===== src/rtl/bdrq_pkg.sv =====
// shared types, constants and helpers of the button debounce report queue
package bdrq_pkg;

	localparam int QUEUE_DEPTH = 8;
	localparam int MAX_BUTTONS = 8;
	localparam int CMD_DEPTH   = 2;

	localparam int BTN_W      = 8;
	localparam int BCNT_W     = 4;
	localparam int CFG_DATA_W = 7;
	localparam int CFG_IDX_W  = 1;
	localparam int RS_W       = 8;
	localparam int ACK_W      = 8;
	localparam int IDX_OUT_W  = 3;
	localparam int TOTAL_W    = 4;
	localparam int IN_DATA_W  = 24;
	localparam int OUT_DATA_W = 32;

	localparam int QA_W = (QUEUE_DEPTH > 1) ? $clog2(QUEUE_DEPTH) : 1;
	localparam int QS_W = QA_W + 1;
	localparam int CNT_W = $clog2(QUEUE_DEPTH + 1);
	localparam int CP_W = (CMD_DEPTH > 1) ? $clog2(CMD_DEPTH) : 1;
	localparam int CC_W = $clog2(CMD_DEPTH + 1);

	localparam logic [CFG_IDX_W-1:0] CFG_BUTTON_COUNT     = 1'b0;
	localparam logic [CFG_IDX_W-1:0] CFG_RETRANSMIT_TICKS = 1'b1;

	localparam logic [RS_W-1:0] RS_COUNTING_OFF = 8'h80;
	localparam logic [RS_W-1:0] RS_PENDING      = 8'hff;
	localparam logic [RS_W-1:0] RS_ACKED        = 8'hfe;

	typedef enum logic [1:0] {
		OP_TICK    = 2'd0,
		OP_ACK     = 2'd1,
		OP_SEND    = 2'd2,
		OP_RESTART = 2'd3
	} op_t;

	typedef enum logic [1:0] {
		KIND_TICK   = 2'd0,
		KIND_DONE   = 2'd1,
		KIND_REPORT = 2'd2,
		KIND_NOSEND = 2'd3
	} kind_t;

	typedef struct packed {
		op_t              op;
		logic [BTN_W-1:0] arg;
	} cmd_t;

	typedef struct packed {
		kind_t                kind;
		logic                 wake;
		logic [BTN_W-1:0]     pressed_state;
		logic [BTN_W-1:0]     report_byte;
		logic [IDX_OUT_W-1:0] report_index;
		logic [TOTAL_W-1:0]   report_total;
		logic [ACK_W-1:0]     ack_total;
		logic                 last;
	} res_t;

	// circular queue address, both operands below the depth
	function automatic logic [QA_W-1:0] qwrap(input logic [QA_W-1:0] base,
		input logic [QA_W-1:0] offs);
		logic [QS_W-1:0] sum;
		sum = {1'b0, base} + {1'b0, offs};
		if (sum >= QS_W'(QUEUE_DEPTH)) begin
			sum = sum - QS_W'(QUEUE_DEPTH);
		end
		return sum[QA_W-1:0];
	endfunction

endpackage


===== src/rtl/bdrq_ram.sv =====
// generic single write port ram with registered read
module bdrq_ram #(
	parameter int WIDTH = 8,
	parameter int DEPTH = 8
) (
	input  logic                                      clk,
	input  logic                                      we,
	input  logic [((DEPTH > 1) ? $clog2(DEPTH) : 1)-1:0] waddr,
	input  logic [WIDTH-1:0]                          wdata,
	input  logic [((DEPTH > 1) ? $clog2(DEPTH) : 1)-1:0] raddr,
	output logic [WIDTH-1:0]                          rdata_q
);

	logic [WIDTH-1:0] mem_q [DEPTH];

	always_ff @(posedge clk) begin
		if (we) begin
			mem_q[waddr] <= wdata;
		end
		rdata_q <= mem_q[raddr];
	end

endmodule


===== src/rtl/bdrq_front.sv =====
// front end: input transfer, command decode and button masking, command queue
module bdrq_front import bdrq_pkg::*; (
	input  logic                 clk,
	input  logic                 arst_n,
	input  logic                 s_axis_tvalid,
	output logic                 s_axis_tready,
	input  logic [IN_DATA_W-1:0] s_axis_tdata,  // sample_bits, ack_amount, initial_state
	input  logic [1:0]           s_axis_tuser,  // mode
	input  logic [BCNT_W-1:0]    active_buttons,
	output logic                 cmd_valid,
	output cmd_t                 cmd,
	input  logic                 cmd_ready
);

	logic [BCNT_W-1:0] n_btn;
	logic [BTN_W-1:0]  mask;
	cmd_t              cmd_in;
	logic              push;
	logic              pop;

	cmd_t              fifo_q [CMD_DEPTH];
	logic [CP_W-1:0]   wr_ptr_q;
	logic [CP_W-1:0]   rd_ptr_q;
	logic [CC_W-1:0]   cnt_q;

	always_comb begin
		n_btn = (active_buttons > BCNT_W'(MAX_BUTTONS)) ? BCNT_W'(MAX_BUTTONS) : active_buttons;
		for (int i = 0; i < BTN_W; i++) begin
			mask[i] = (BCNT_W'(i) < n_btn);
		end
		cmd_in.op = op_t'(s_axis_tuser);
		unique case (op_t'(s_axis_tuser))
			OP_TICK:    cmd_in.arg = s_axis_tdata[7:0] & mask;
			OP_ACK:     cmd_in.arg = s_axis_tdata[15:8];
			OP_SEND:    cmd_in.arg = '0;
			OP_RESTART: cmd_in.arg = s_axis_tdata[23:16];
			default:    cmd_in.arg = '0;
		endcase
	end

	assign s_axis_tready = (cnt_q != CC_W'(CMD_DEPTH));
	assign push          = s_axis_tvalid && s_axis_tready;
	assign cmd_valid     = (cnt_q != '0);
	assign pop           = cmd_valid && cmd_ready;
	assign cmd           = fifo_q[rd_ptr_q];

	always_ff @(posedge clk) begin
		if (push) begin
			fifo_q[wr_ptr_q] <= cmd_in;
		end
	end

	always_ff @(posedge clk or negedge arst_n) begin
		if (!arst_n) begin
			wr_ptr_q <= '0;
			rd_ptr_q <= '0;
			cnt_q    <= '0;
		end else begin
			if (push) begin
				wr_ptr_q <= (wr_ptr_q == CP_W'(CMD_DEPTH - 1)) ? '0 : wr_ptr_q + CP_W'(1);
			end
			if (pop) begin
				rd_ptr_q <= (rd_ptr_q == CP_W'(CMD_DEPTH - 1)) ? '0 : rd_ptr_q + CP_W'(1);
			end
			if (push && !pop) begin
				cnt_q <= cnt_q + CC_W'(1);
			end else if (pop && !push) begin
				cnt_q <= cnt_q - CC_W'(1);
			end
		end
	end

	a_cmd_cnt_bound: assert property (@(posedge clk) disable iff (!arst_n)
		cnt_q <= CC_W'(CMD_DEPTH))
		else $error("command queue overfilled");

endmodule


===== src/rtl/bdrq_back.sv =====
// back end: debounce state, report queue, retransmit countdown and result register
module bdrq_back import bdrq_pkg::*; (
	input  logic                  clk,
	input  logic                  arst_n,
	input  logic                  cmd_valid,
	input  cmd_t                  cmd,
	output logic                  cmd_ready,
	input  logic [CFG_DATA_W-1:0] retransmit_ticks,
	output logic                  res_valid,
	output res_t                  res,
	input  logic                  res_ready
);

	typedef enum logic [1:0] {
		ST_IDLE = 2'b01,
		ST_EMIT = 2'b10
	} state_t;

	state_t           state_q, state_n;
	logic [QA_W-1:0]  idx_q, idx_n;
	logic [QA_W-1:0]  head_q, head_n;
	logic [CNT_W-1:0] count_q, count_n;
	logic [BTN_W-1:0] pressed_q, pressed_n;
	logic [BTN_W-1:0] prev_q, prev_n;
	logic [RS_W-1:0]  rs_q, rs_n;
	logic [ACK_W-1:0] ack_q, ack_n;
	logic             out_valid_q;
	res_t             out_q;

	logic             can_load;
	logic             load;
	logic             advance;
	res_t             res_n;
	logic [BTN_W-1:0] tk_diff;
	logic [BTN_W-1:0] tk_agree;
	logic             tk_change;
	logic [BTN_W-1:0] tk_pressed;
	logic [RS_W-1:0]  rs_tick;

	logic             mem_we;
	logic [QA_W-1:0]  waddr;
	logic [QA_W-1:0]  raddr;
	logic [BTN_W-1:0] rdata;

	bdrq_ram #(
		.WIDTH(BTN_W),
		.DEPTH(QUEUE_DEPTH)
	) u_queue (
		.clk    (clk),
		.we     (mem_we),
		.waddr  (waddr),
		.wdata  (tk_pressed),
		.raddr  (raddr),
		.rdata_q(rdata)
	);

	assign can_load   = !out_valid_q || res_ready;
	assign cmd_ready  = (state_q == ST_IDLE) && can_load;
	assign tk_diff    = cmd.arg ^ pressed_q;
	assign tk_agree   = ~(cmd.arg ^ prev_q);
	assign tk_change  = |(tk_diff & tk_agree);
	assign tk_pressed = (pressed_q & ~tk_agree) | (cmd.arg & tk_agree);
	assign waddr      = qwrap(head_q, count_q[QA_W-1:0]);

	always_comb begin
		state_n   = state_q;
		idx_n     = idx_q;
		head_n    = head_q;
		count_n   = count_q;
		pressed_n = pressed_q;
		prev_n    = prev_q;
		rs_n      = rs_q;
		ack_n     = ack_q;
		load      = 1'b0;
		advance   = 1'b0;
		mem_we    = 1'b0;
		rs_tick   = rs_q;
		res_n.kind         = KIND_TICK;
		res_n.wake         = 1'b0;
		res_n.report_byte  = '0;
		res_n.report_index = '0;
		res_n.last         = 1'b1;
		unique case (state_q)
			ST_IDLE: begin
				if (cmd_valid && can_load) begin
					unique case (cmd.op)
						OP_TICK: begin
							load = 1'b1;
							res_n.kind = KIND_TICK;
							if (tk_change) begin
								pressed_n = tk_pressed;
								if (count_q < CNT_W'(QUEUE_DEPTH)) begin
									mem_we     = 1'b1;
									count_n    = count_q + CNT_W'(1);
									res_n.wake = 1'b1;
									rs_tick    = RS_PENDING;
								end
							end
							prev_n = cmd.arg;
							if ((rs_tick & RS_COUNTING_OFF) == '0) begin
								rs_tick = rs_tick - RS_W'(1);
								if ((rs_tick & RS_COUNTING_OFF) != '0) begin
									res_n.wake = 1'b1;
								end
							end
							rs_n = rs_tick;
						end
						OP_ACK: begin
							load = 1'b1;
							res_n.kind = KIND_DONE;
							ack_n = ack_q + cmd.arg;
							if (cmd.arg >= ACK_W'(count_q)) begin
								count_n = '0;
								rs_n    = RS_ACKED;
							end else begin
								head_n  = qwrap(head_q, cmd.arg[QA_W-1:0]);
								count_n = count_q - CNT_W'(cmd.arg);
							end
						end
						OP_SEND: begin
							if (rs_q == RS_PENDING && count_q != '0) begin
								rs_n    = RS_W'(retransmit_ticks);
								state_n = ST_EMIT;
								idx_n   = '0;
							end else begin
								load = 1'b1;
								res_n.kind = KIND_NOSEND;
							end
						end
						OP_RESTART: begin
							load = 1'b1;
							res_n.kind = KIND_DONE;
							pressed_n  = cmd.arg;
							prev_n     = cmd.arg;
							ack_n      = '0;
							rs_n       = RS_ACKED;
							count_n    = '0;
							head_n     = '0;
						end
						default: begin
							load = 1'b0;
						end
					endcase
				end
			end
			ST_EMIT: begin
				if (can_load) begin
					load = 1'b1;
					res_n.kind         = KIND_REPORT;
					res_n.report_byte  = rdata;
					res_n.report_index = IDX_OUT_W'(idx_q);
					res_n.last         = (CNT_W'(idx_q) + CNT_W'(1) == count_q);
					if (res_n.last) begin
						state_n = ST_IDLE;
						idx_n   = '0;
					end else begin
						advance = 1'b1;
						idx_n   = idx_q + QA_W'(1);
					end
				end
			end
			default: begin
				state_n = ST_IDLE;
			end
		endcase
		res_n.pressed_state = pressed_n;
		res_n.report_total  = TOTAL_W'(count_n);
		res_n.ack_total     = ack_n;
	end

	// read one entry ahead when the current report byte leaves
	assign raddr = qwrap(head_q, advance ? idx_q + QA_W'(1) : idx_q);

	always_ff @(posedge clk or negedge arst_n) begin
		if (!arst_n) begin
			state_q     <= ST_IDLE;
			idx_q       <= '0;
			head_q      <= '0;
			count_q     <= '0;
			pressed_q   <= '0;
			prev_q      <= '0;
			rs_q        <= RS_ACKED;
			ack_q       <= '0;
			out_valid_q <= 1'b0;
		end else begin
			state_q   <= state_n;
			idx_q     <= idx_n;
			head_q    <= head_n;
			count_q   <= count_n;
			pressed_q <= pressed_n;
			prev_q    <= prev_n;
			rs_q      <= rs_n;
			ack_q     <= ack_n;
			if (can_load) begin
				out_valid_q <= load;
			end
		end
	end

	always_ff @(posedge clk) begin
		if (can_load && load) begin
			out_q <= res_n;
		end
	end

	assign res_valid = out_valid_q;
	assign res       = out_q;

	a_count_bound: assert property (@(posedge clk) disable iff (!arst_n)
		count_q <= CNT_W'(QUEUE_DEPTH))
		else $error("report queue count beyond depth");

	a_emit_in_range: assert property (@(posedge clk) disable iff (!arst_n)
		state_q == ST_EMIT |-> (count_q != '0) && (CNT_W'(idx_q) < count_q))
		else $error("report index outside queued reports");

	a_emit_counting: assert property (@(posedge clk) disable iff (!arst_n)
		state_q == ST_EMIT |-> !rs_q[RS_W-1])
		else $error("countdown not armed during report burst");

	a_rs_codes: assert property (@(posedge clk) disable iff (!arst_n)
		rs_q[RS_W-1] |-> (rs_q == RS_PENDING) || (rs_q == RS_ACKED))
		else $error("resend state holds an unknown marker");

endmodule


===== src/rtl/button_debounce_report_queue.sv =====
// top level of the button debounce report queue: config registers and stream ports
//
// Input stream: s_axis_tuser carries the mode (tick sample, acknowledge, send,
// restart), s_axis_tdata the sample bits, ack amount and initial state. Results
// leave on m_axis: tuser is the result kind, tlast marks the final result of one
// input transfer. The front decodes and masks each transfer into a two-entry
// command queue; the back runs one command at a time against the debounce state
// and the eight-entry report ram.
// A single result passes through the command queue into the result register; the
// first report byte of a send also waits for the ram read port to be primed.
// Tick, acknowledge, restart and an empty send each give one result; a send with
// queued reports primes the ram read port and then gives one report byte per cycle
// while m_axis_tready is high.
// Reset clears the debounce state, counters and config registers and marks the
// reports acknowledged; the report ram is not cleared, entries are read only
// after being written.
// When m_axis_tready is low with a result pending, the result register holds, the
// back stops, and once the command queue is full s_axis_tready drops.
module button_debounce_report_queue import bdrq_pkg::*; (
	input  logic                  clk,
	input  logic                  arst_n,
	input  logic                  s_axis_tvalid,
	output logic                  s_axis_tready,
	input  logic [IN_DATA_W-1:0]  s_axis_tdata,  // sample_bits, ack_amount, initial_state
	input  logic [1:0]            s_axis_tuser,  // mode
	output logic                  m_axis_tvalid,
	input  logic                  m_axis_tready,
	// wake, pressed_state, report_byte, report_index, report_total, ack_total
	output logic [OUT_DATA_W-1:0] m_axis_tdata,
	output logic [1:0]            m_axis_tuser,  // kind
	output logic                  m_axis_tlast,
	input  logic                  cfg_we,
	input  logic [CFG_IDX_W-1:0]  cfg_index,
	input  logic [CFG_DATA_W-1:0] cfg_data
);

	logic [BCNT_W-1:0]     active_buttons_q;
	logic [CFG_DATA_W-1:0] retransmit_q;
	logic                  cmd_valid;
	logic                  cmd_ready;
	cmd_t                  cmd;
	res_t                  res;

	always_ff @(posedge clk or negedge arst_n) begin
		if (!arst_n) begin
			active_buttons_q <= '0;
			retransmit_q     <= '0;
		end else if (cfg_we) begin
			unique case (cfg_index)
				CFG_BUTTON_COUNT:     active_buttons_q <= cfg_data[BCNT_W-1:0];
				CFG_RETRANSMIT_TICKS: retransmit_q     <= cfg_data;
				default:              retransmit_q     <= retransmit_q;
			endcase
		end
	end

	bdrq_front u_front (
		.clk           (clk),
		.arst_n        (arst_n),
		.s_axis_tvalid (s_axis_tvalid),
		.s_axis_tready (s_axis_tready),
		.s_axis_tdata  (s_axis_tdata),
		.s_axis_tuser  (s_axis_tuser),
		.active_buttons(active_buttons_q),
		.cmd_valid     (cmd_valid),
		.cmd           (cmd),
		.cmd_ready     (cmd_ready)
	);

	bdrq_back u_back (
		.clk             (clk),
		.arst_n          (arst_n),
		.cmd_valid       (cmd_valid),
		.cmd             (cmd),
		.cmd_ready       (cmd_ready),
		.retransmit_ticks(retransmit_q),
		.res_valid       (m_axis_tvalid),
		.res             (res),
		.res_ready       (m_axis_tready)
	);

	assign m_axis_tdata = {res.ack_total, res.report_total, res.report_index,
		res.report_byte, res.pressed_state, res.wake};
	assign m_axis_tuser = res.kind;
	assign m_axis_tlast = res.last;

endmodule


===== config.mk =====
export PLATFORM = sky130hd
export DESIGN_NAME = button_debounce_report_queue
export DESIGN_NICKNAME = d
export VERILOG_FILES = /design/src/rtl/bdrq_pkg.sv /design/src/rtl/bdrq_ram.sv /design/src/rtl/bdrq_front.sv /design/src/rtl/bdrq_back.sv /design/src/rtl/button_debounce_report_queue.sv
export SDC_FILE = /design/constraint.sdc
export NUM_CORES = 1
export LEC_CHECK = 0
export BUFFER_PORTS_ARGS = -buffer_cell sky130_fd_sc_hd__buf_2
export CAP_MARGIN = 5
export CORE_UTILIZATION = 54
export CTS_CLUSTER_DIAMETER = 120
export CTS_CLUSTER_SIZE = 28
export DETAILED_ROUTE_END_ITERATION = 10
export PLACE_DENSITY = 0.85
export SETUP_SLACK_MARGIN = 0.05
export SYNTH_ARGS = -nofsm -noshare
export SYNTH_HDL_FRONTEND = slang
export SYNTH_SLANG_ARGS = --single-unit

===== constraint.sdc =====
create_clock -name clk -period 3.4 [get_ports clk]
set_clock_uncertainty 0.2 [all_clocks]
set_input_delay 0.51 -clock clk [delete_from_list [all_inputs] [get_ports clk]]
set_output_delay 0.51 -clock clk [all_outputs]
set_load 0.01 [all_outputs]

==> flow_metrics.py <==
metrics = {
    "timing": {
        "worstMarginPinSlew_ns": 0.806,
        "post-route-period-util_pct": 98.0,
        "hold_viol": 0,
        "drv_slew": 0,
        "setup_violations": 0,
        "post-route-min-period_ns": 3.33,
        "fmax_mhz": 300,
        "slew_headroom_pct": 46.1,
        "rsz0062_at_grt": "true",
        "worst_slack_ns": 0.0675,
    },
    "cts": {
        "cts-root-buf": "clkbuf_16",
        "cts_sinks": 187,
        "cts.clk_slew.worst_paths_ns": 0.07,
        "cts_tree": "yes",
        "htreeDepth": 4,
        "clock_latency_ns": 0.43,
        "clock_path_buffers": 2,
        "cts_made_buffers": 17,
    },
    "critical_path": {
        "crit_type": "flip-flop to flip-flop",
        "rr_worst_depth": 12,
        "critPathSlowestCell": "dfrtp_2",
        "r2r_end": "u_back.rs_q[6]$_DFFE_PN1P_",
        "worstSetupEndpointType": "flip-flop",
        "crit_fanout": 8,
        "crit_path_max_incr_delay_ns": 0.50,
        "r2r_slack_ns": 0.07,
        "reg2reg_from": "u_front.rd_ptr_q$_DFFE_PN0P_",
        "crit_arrival_ns": 3.51,
        "required_ns": 3.58,
        "crit_path_start_kind": "flip-flop",
        "crit_path_cell_trace": "buf_6 -> mux2_4 -> mux2i_1 -> a2111o_1 -> or2_4 -> a21oi_2 -> ha_2 -> nand2_2 -> or3_4 -> or3_1 -> a31oi_1 -> o22a_1",
    },
    "power": {
        "p_leak_nw": 4.29,
        "finalPower_mw": 10.8,
        "irDropWorstVdd_mv": 0.492,
        "p_per_area_nw_per_um2": 1010,
    },
    "floorplan": {
        "placement_rows": 46,
        "die_w_microns": 131,
        "dieArea_sq_um": 17200,
        "core_area_sq_um": 16100,
        "ios": 76,
        "die_y_microns": 131,
        "start_util_pct": 56.0,
    },
    "finish": {
        "stdcell_area_sq_um": 10800,
        "nFillCells": 1113,
        "drive_above_1_share_pct": 33.3,
        "final_common_cell": "edfxtp_1",
        "final_nets": 866,
        "syn_to_final_growth_pct": 19.7,
        "num_antenna_cells": 0,
        "layout_common_cells": "119 x edfxtp_1, 75 x buf_2, 52 x buf_4",
        "post-route-util_pct": 67.0,
    },
    "logic_synthesis": {
        "synth_ff_type": "edfxtp_1",
        "synth-edff-count": 119,
        "post_synth_num_cell_types": 63,
        "ys_seq_area_share_pct": 58.4,
        "async_reset_ff_share_pct": 32.1,
        "syn_inst": 665,
        "synthesis.area_sq_um": 8990,
        "syn_nets": 739,
        "ys_seq_elements": 187,
        "yosys_warnings": 0,
        "avgSynthCellArea_sq_um": 13.5,
    },
    "drt": {
        "wirelength_microns": 19800,
        "vias": 6002,
        "viasPerCell": 5.88,
        "wire_per_inst_microns": 19.4,
        "remaining_drc_errors": 0,
        "firstDrtPassIters": 5,
        "first_iter_violations": 481,
        "ant_nets": 0,
    },
    "global_routing": {
        "grt_pass1_wl_microns": 30900,
        "grt_pass1_vias": 6028,
        "antenna_found_initial": 0,
        "grt_max_degree": 50,
        "grt-ovfl-total": 0,
        "gr-usage-all-layers_pct": 24.6,
    },
    "min_path": {
        "hold_class": "input pin to flip-flop",
        "hold_path.startpoint": "cfg_data[5]",
        "whs_endpoint": "retransmit_q[5]$_DFFE_PN0P_",
        "min_path_cells": 2,
    },
    "placed_design": {
        "post-place-ws_ns": -0.129,
        "gp_congestion": 0.903,
        "place_area_sq_um": 9940,
        "port_buffers": 75,
        "post-dp-hpwl_microns": 13500,
    },
    "outcome": {
        "outcome": "complete, no violations",
    },
    "run": {
        "max_cap_violations": 0,
    },
}
-- power by group --
part | internal (mW) | switching [mW]
Clock | 1.04 | 0.907
Sequential | 3.38 | 0.450
Combinational | 2.36 | 2.69
-- metal layers --
layer,wire length [microns],vias to the layer above,GRT usage (%),share of wire [%]
met4,422,0,10.6,2.1
met2,10200,209,42.3,51
met3,985,35,4.40,5.0
met1,8200,2967,30.5,42
li1,-,2791,-,-
met5,0,-,0,0
-- stage by stage --
stage | hold slack, ns | TNS [ns] | instances
3_3_place_gp | 0.278 | 0 | 976
3_5_place_dp | 0.299 | -1.01 | 976
2_1_floorplan | 0.0144 | 0 | 665
5_1_grt | 0.108 | -0.0374 | 1021
6_report | 0.108 | 0 | 1021
4_1_cts | 0.0952 | 0 | 1011
-- worst max path at each step --
stage	endpoint	startpoint
3_5_place_dp	u_back.u_queue.rdata_q[7]$_DFF_P_	u_back.idx_q[0]$_DFFE_PN0P_
5_1_grt	u_back.rs_q[6]$_DFFE_PN1P_	u_front.rd_ptr_q$_DFFE_PN0P_
4_1_cts	u_back.rs_q[6]$_DFFE_PN1P_	u_front.rd_ptr_q$_DFFE_PN0P_
6_report	u_back.rs_q[6]$_DFFE_PN1P_	u_front.rd_ptr_q$_DFFE_PN0P_
2_1_floorplan	u_back.u_queue.rdata_q[0]$_DFF_P_	u_back.idx_q[0]$_DFFE_PN0P_
3_3_place_gp	u_back.rs_q[6]$_DFFE_PN1P_	u_front.rd_ptr_q$_DFFE_PN0P_
-- synthesized netlist by cell type (all sizes together) (9+ instances only) --
cell type,n,area [sq um]
nor2,25,93.8
a21oi,24,120
o21ai,36,180
mux2i,16,173
nand2,34,128
nor3,11,55.1
inv,24,90.1
clkbuf,20,75.1
mux2,47,556
mux4,16,360
a21boi,10,75.1
ha,30,375
xnor2,14,123
nand2b,16,100
nor2b,9,56.3
dfrtp,52,1300
edfxtp,119,3570
and3,16,100
-- cell families after synthesis --
group / count (synthesis) / synth area share (%)
adder cells (fa/ha/maj): 40 / 5.85
buffers and inverters: 52 / 2.48
AO/OA/AOI/OAI: 131 / 9.93
AND/OR/NAND/NOR: 154 / 9.13
XOR/XNOR: 22 / 2.14
multiplexers: 79 / 12.1
flip-flops: 187 / 58.4
-- worst max-delay path, delay by kind of cell (launching register included) --
family | cells | cell delay [ns]
and+or+nand+nor | 4 | 1.00
AOI/OAI and AO/OA | 4 | 0.76
DFF | 1 | 0.50
muxes | 2 | 0.43
adders and majority gates | 1 | 0.20
buffers and inverters | 1 | 0.17
-- sequential cells by signal, summed over array words and instances, names as in the netlist --
register and count:
u_back.prev_q 8, u_back.head_q 3, u_back.u_queue.mem_q 64, u_back.idx_q 3
active_buttons_q 4, u_back.pressed_q 8, retransmit_q 7, u_front.wr_ptr_q 1
u_front.fifo_q 20, u_back.res 35, u_back.count_q 4, u_back.ack_q 8
u_front.rd_ptr_q 1, u_back.u_queue.rdata_q 8, u_back.res_valid 1, u_back.state_q 2
u_front.cnt_q 2, u_back.rs_q 8
-- layout make-up --
type	instances	area [sq um]	area share (%)
inverters	24	90.1	0.837
multi-input cells	426	3650	34.0
clock inverters	14	156	1.45
clock buffers	18	429	3.99
repair buffers	136	915	8.50
well taps	216	270	2.51
flip-flops and latches	187	5250	48.7
-- what timing repair did --
action / in CTS / in global routing
gates resized for setup: 4 / 20
hold endpoints to repair: 0 / 13
hold buffers: 0 / 1
setup endpoints to repair: 9 / 26
gates cloned: 0 / 1
pin swaps: 2 / 14
buffers inserted: 3 / 7
No activity file was read; power rests on OpenSTA's default activity.
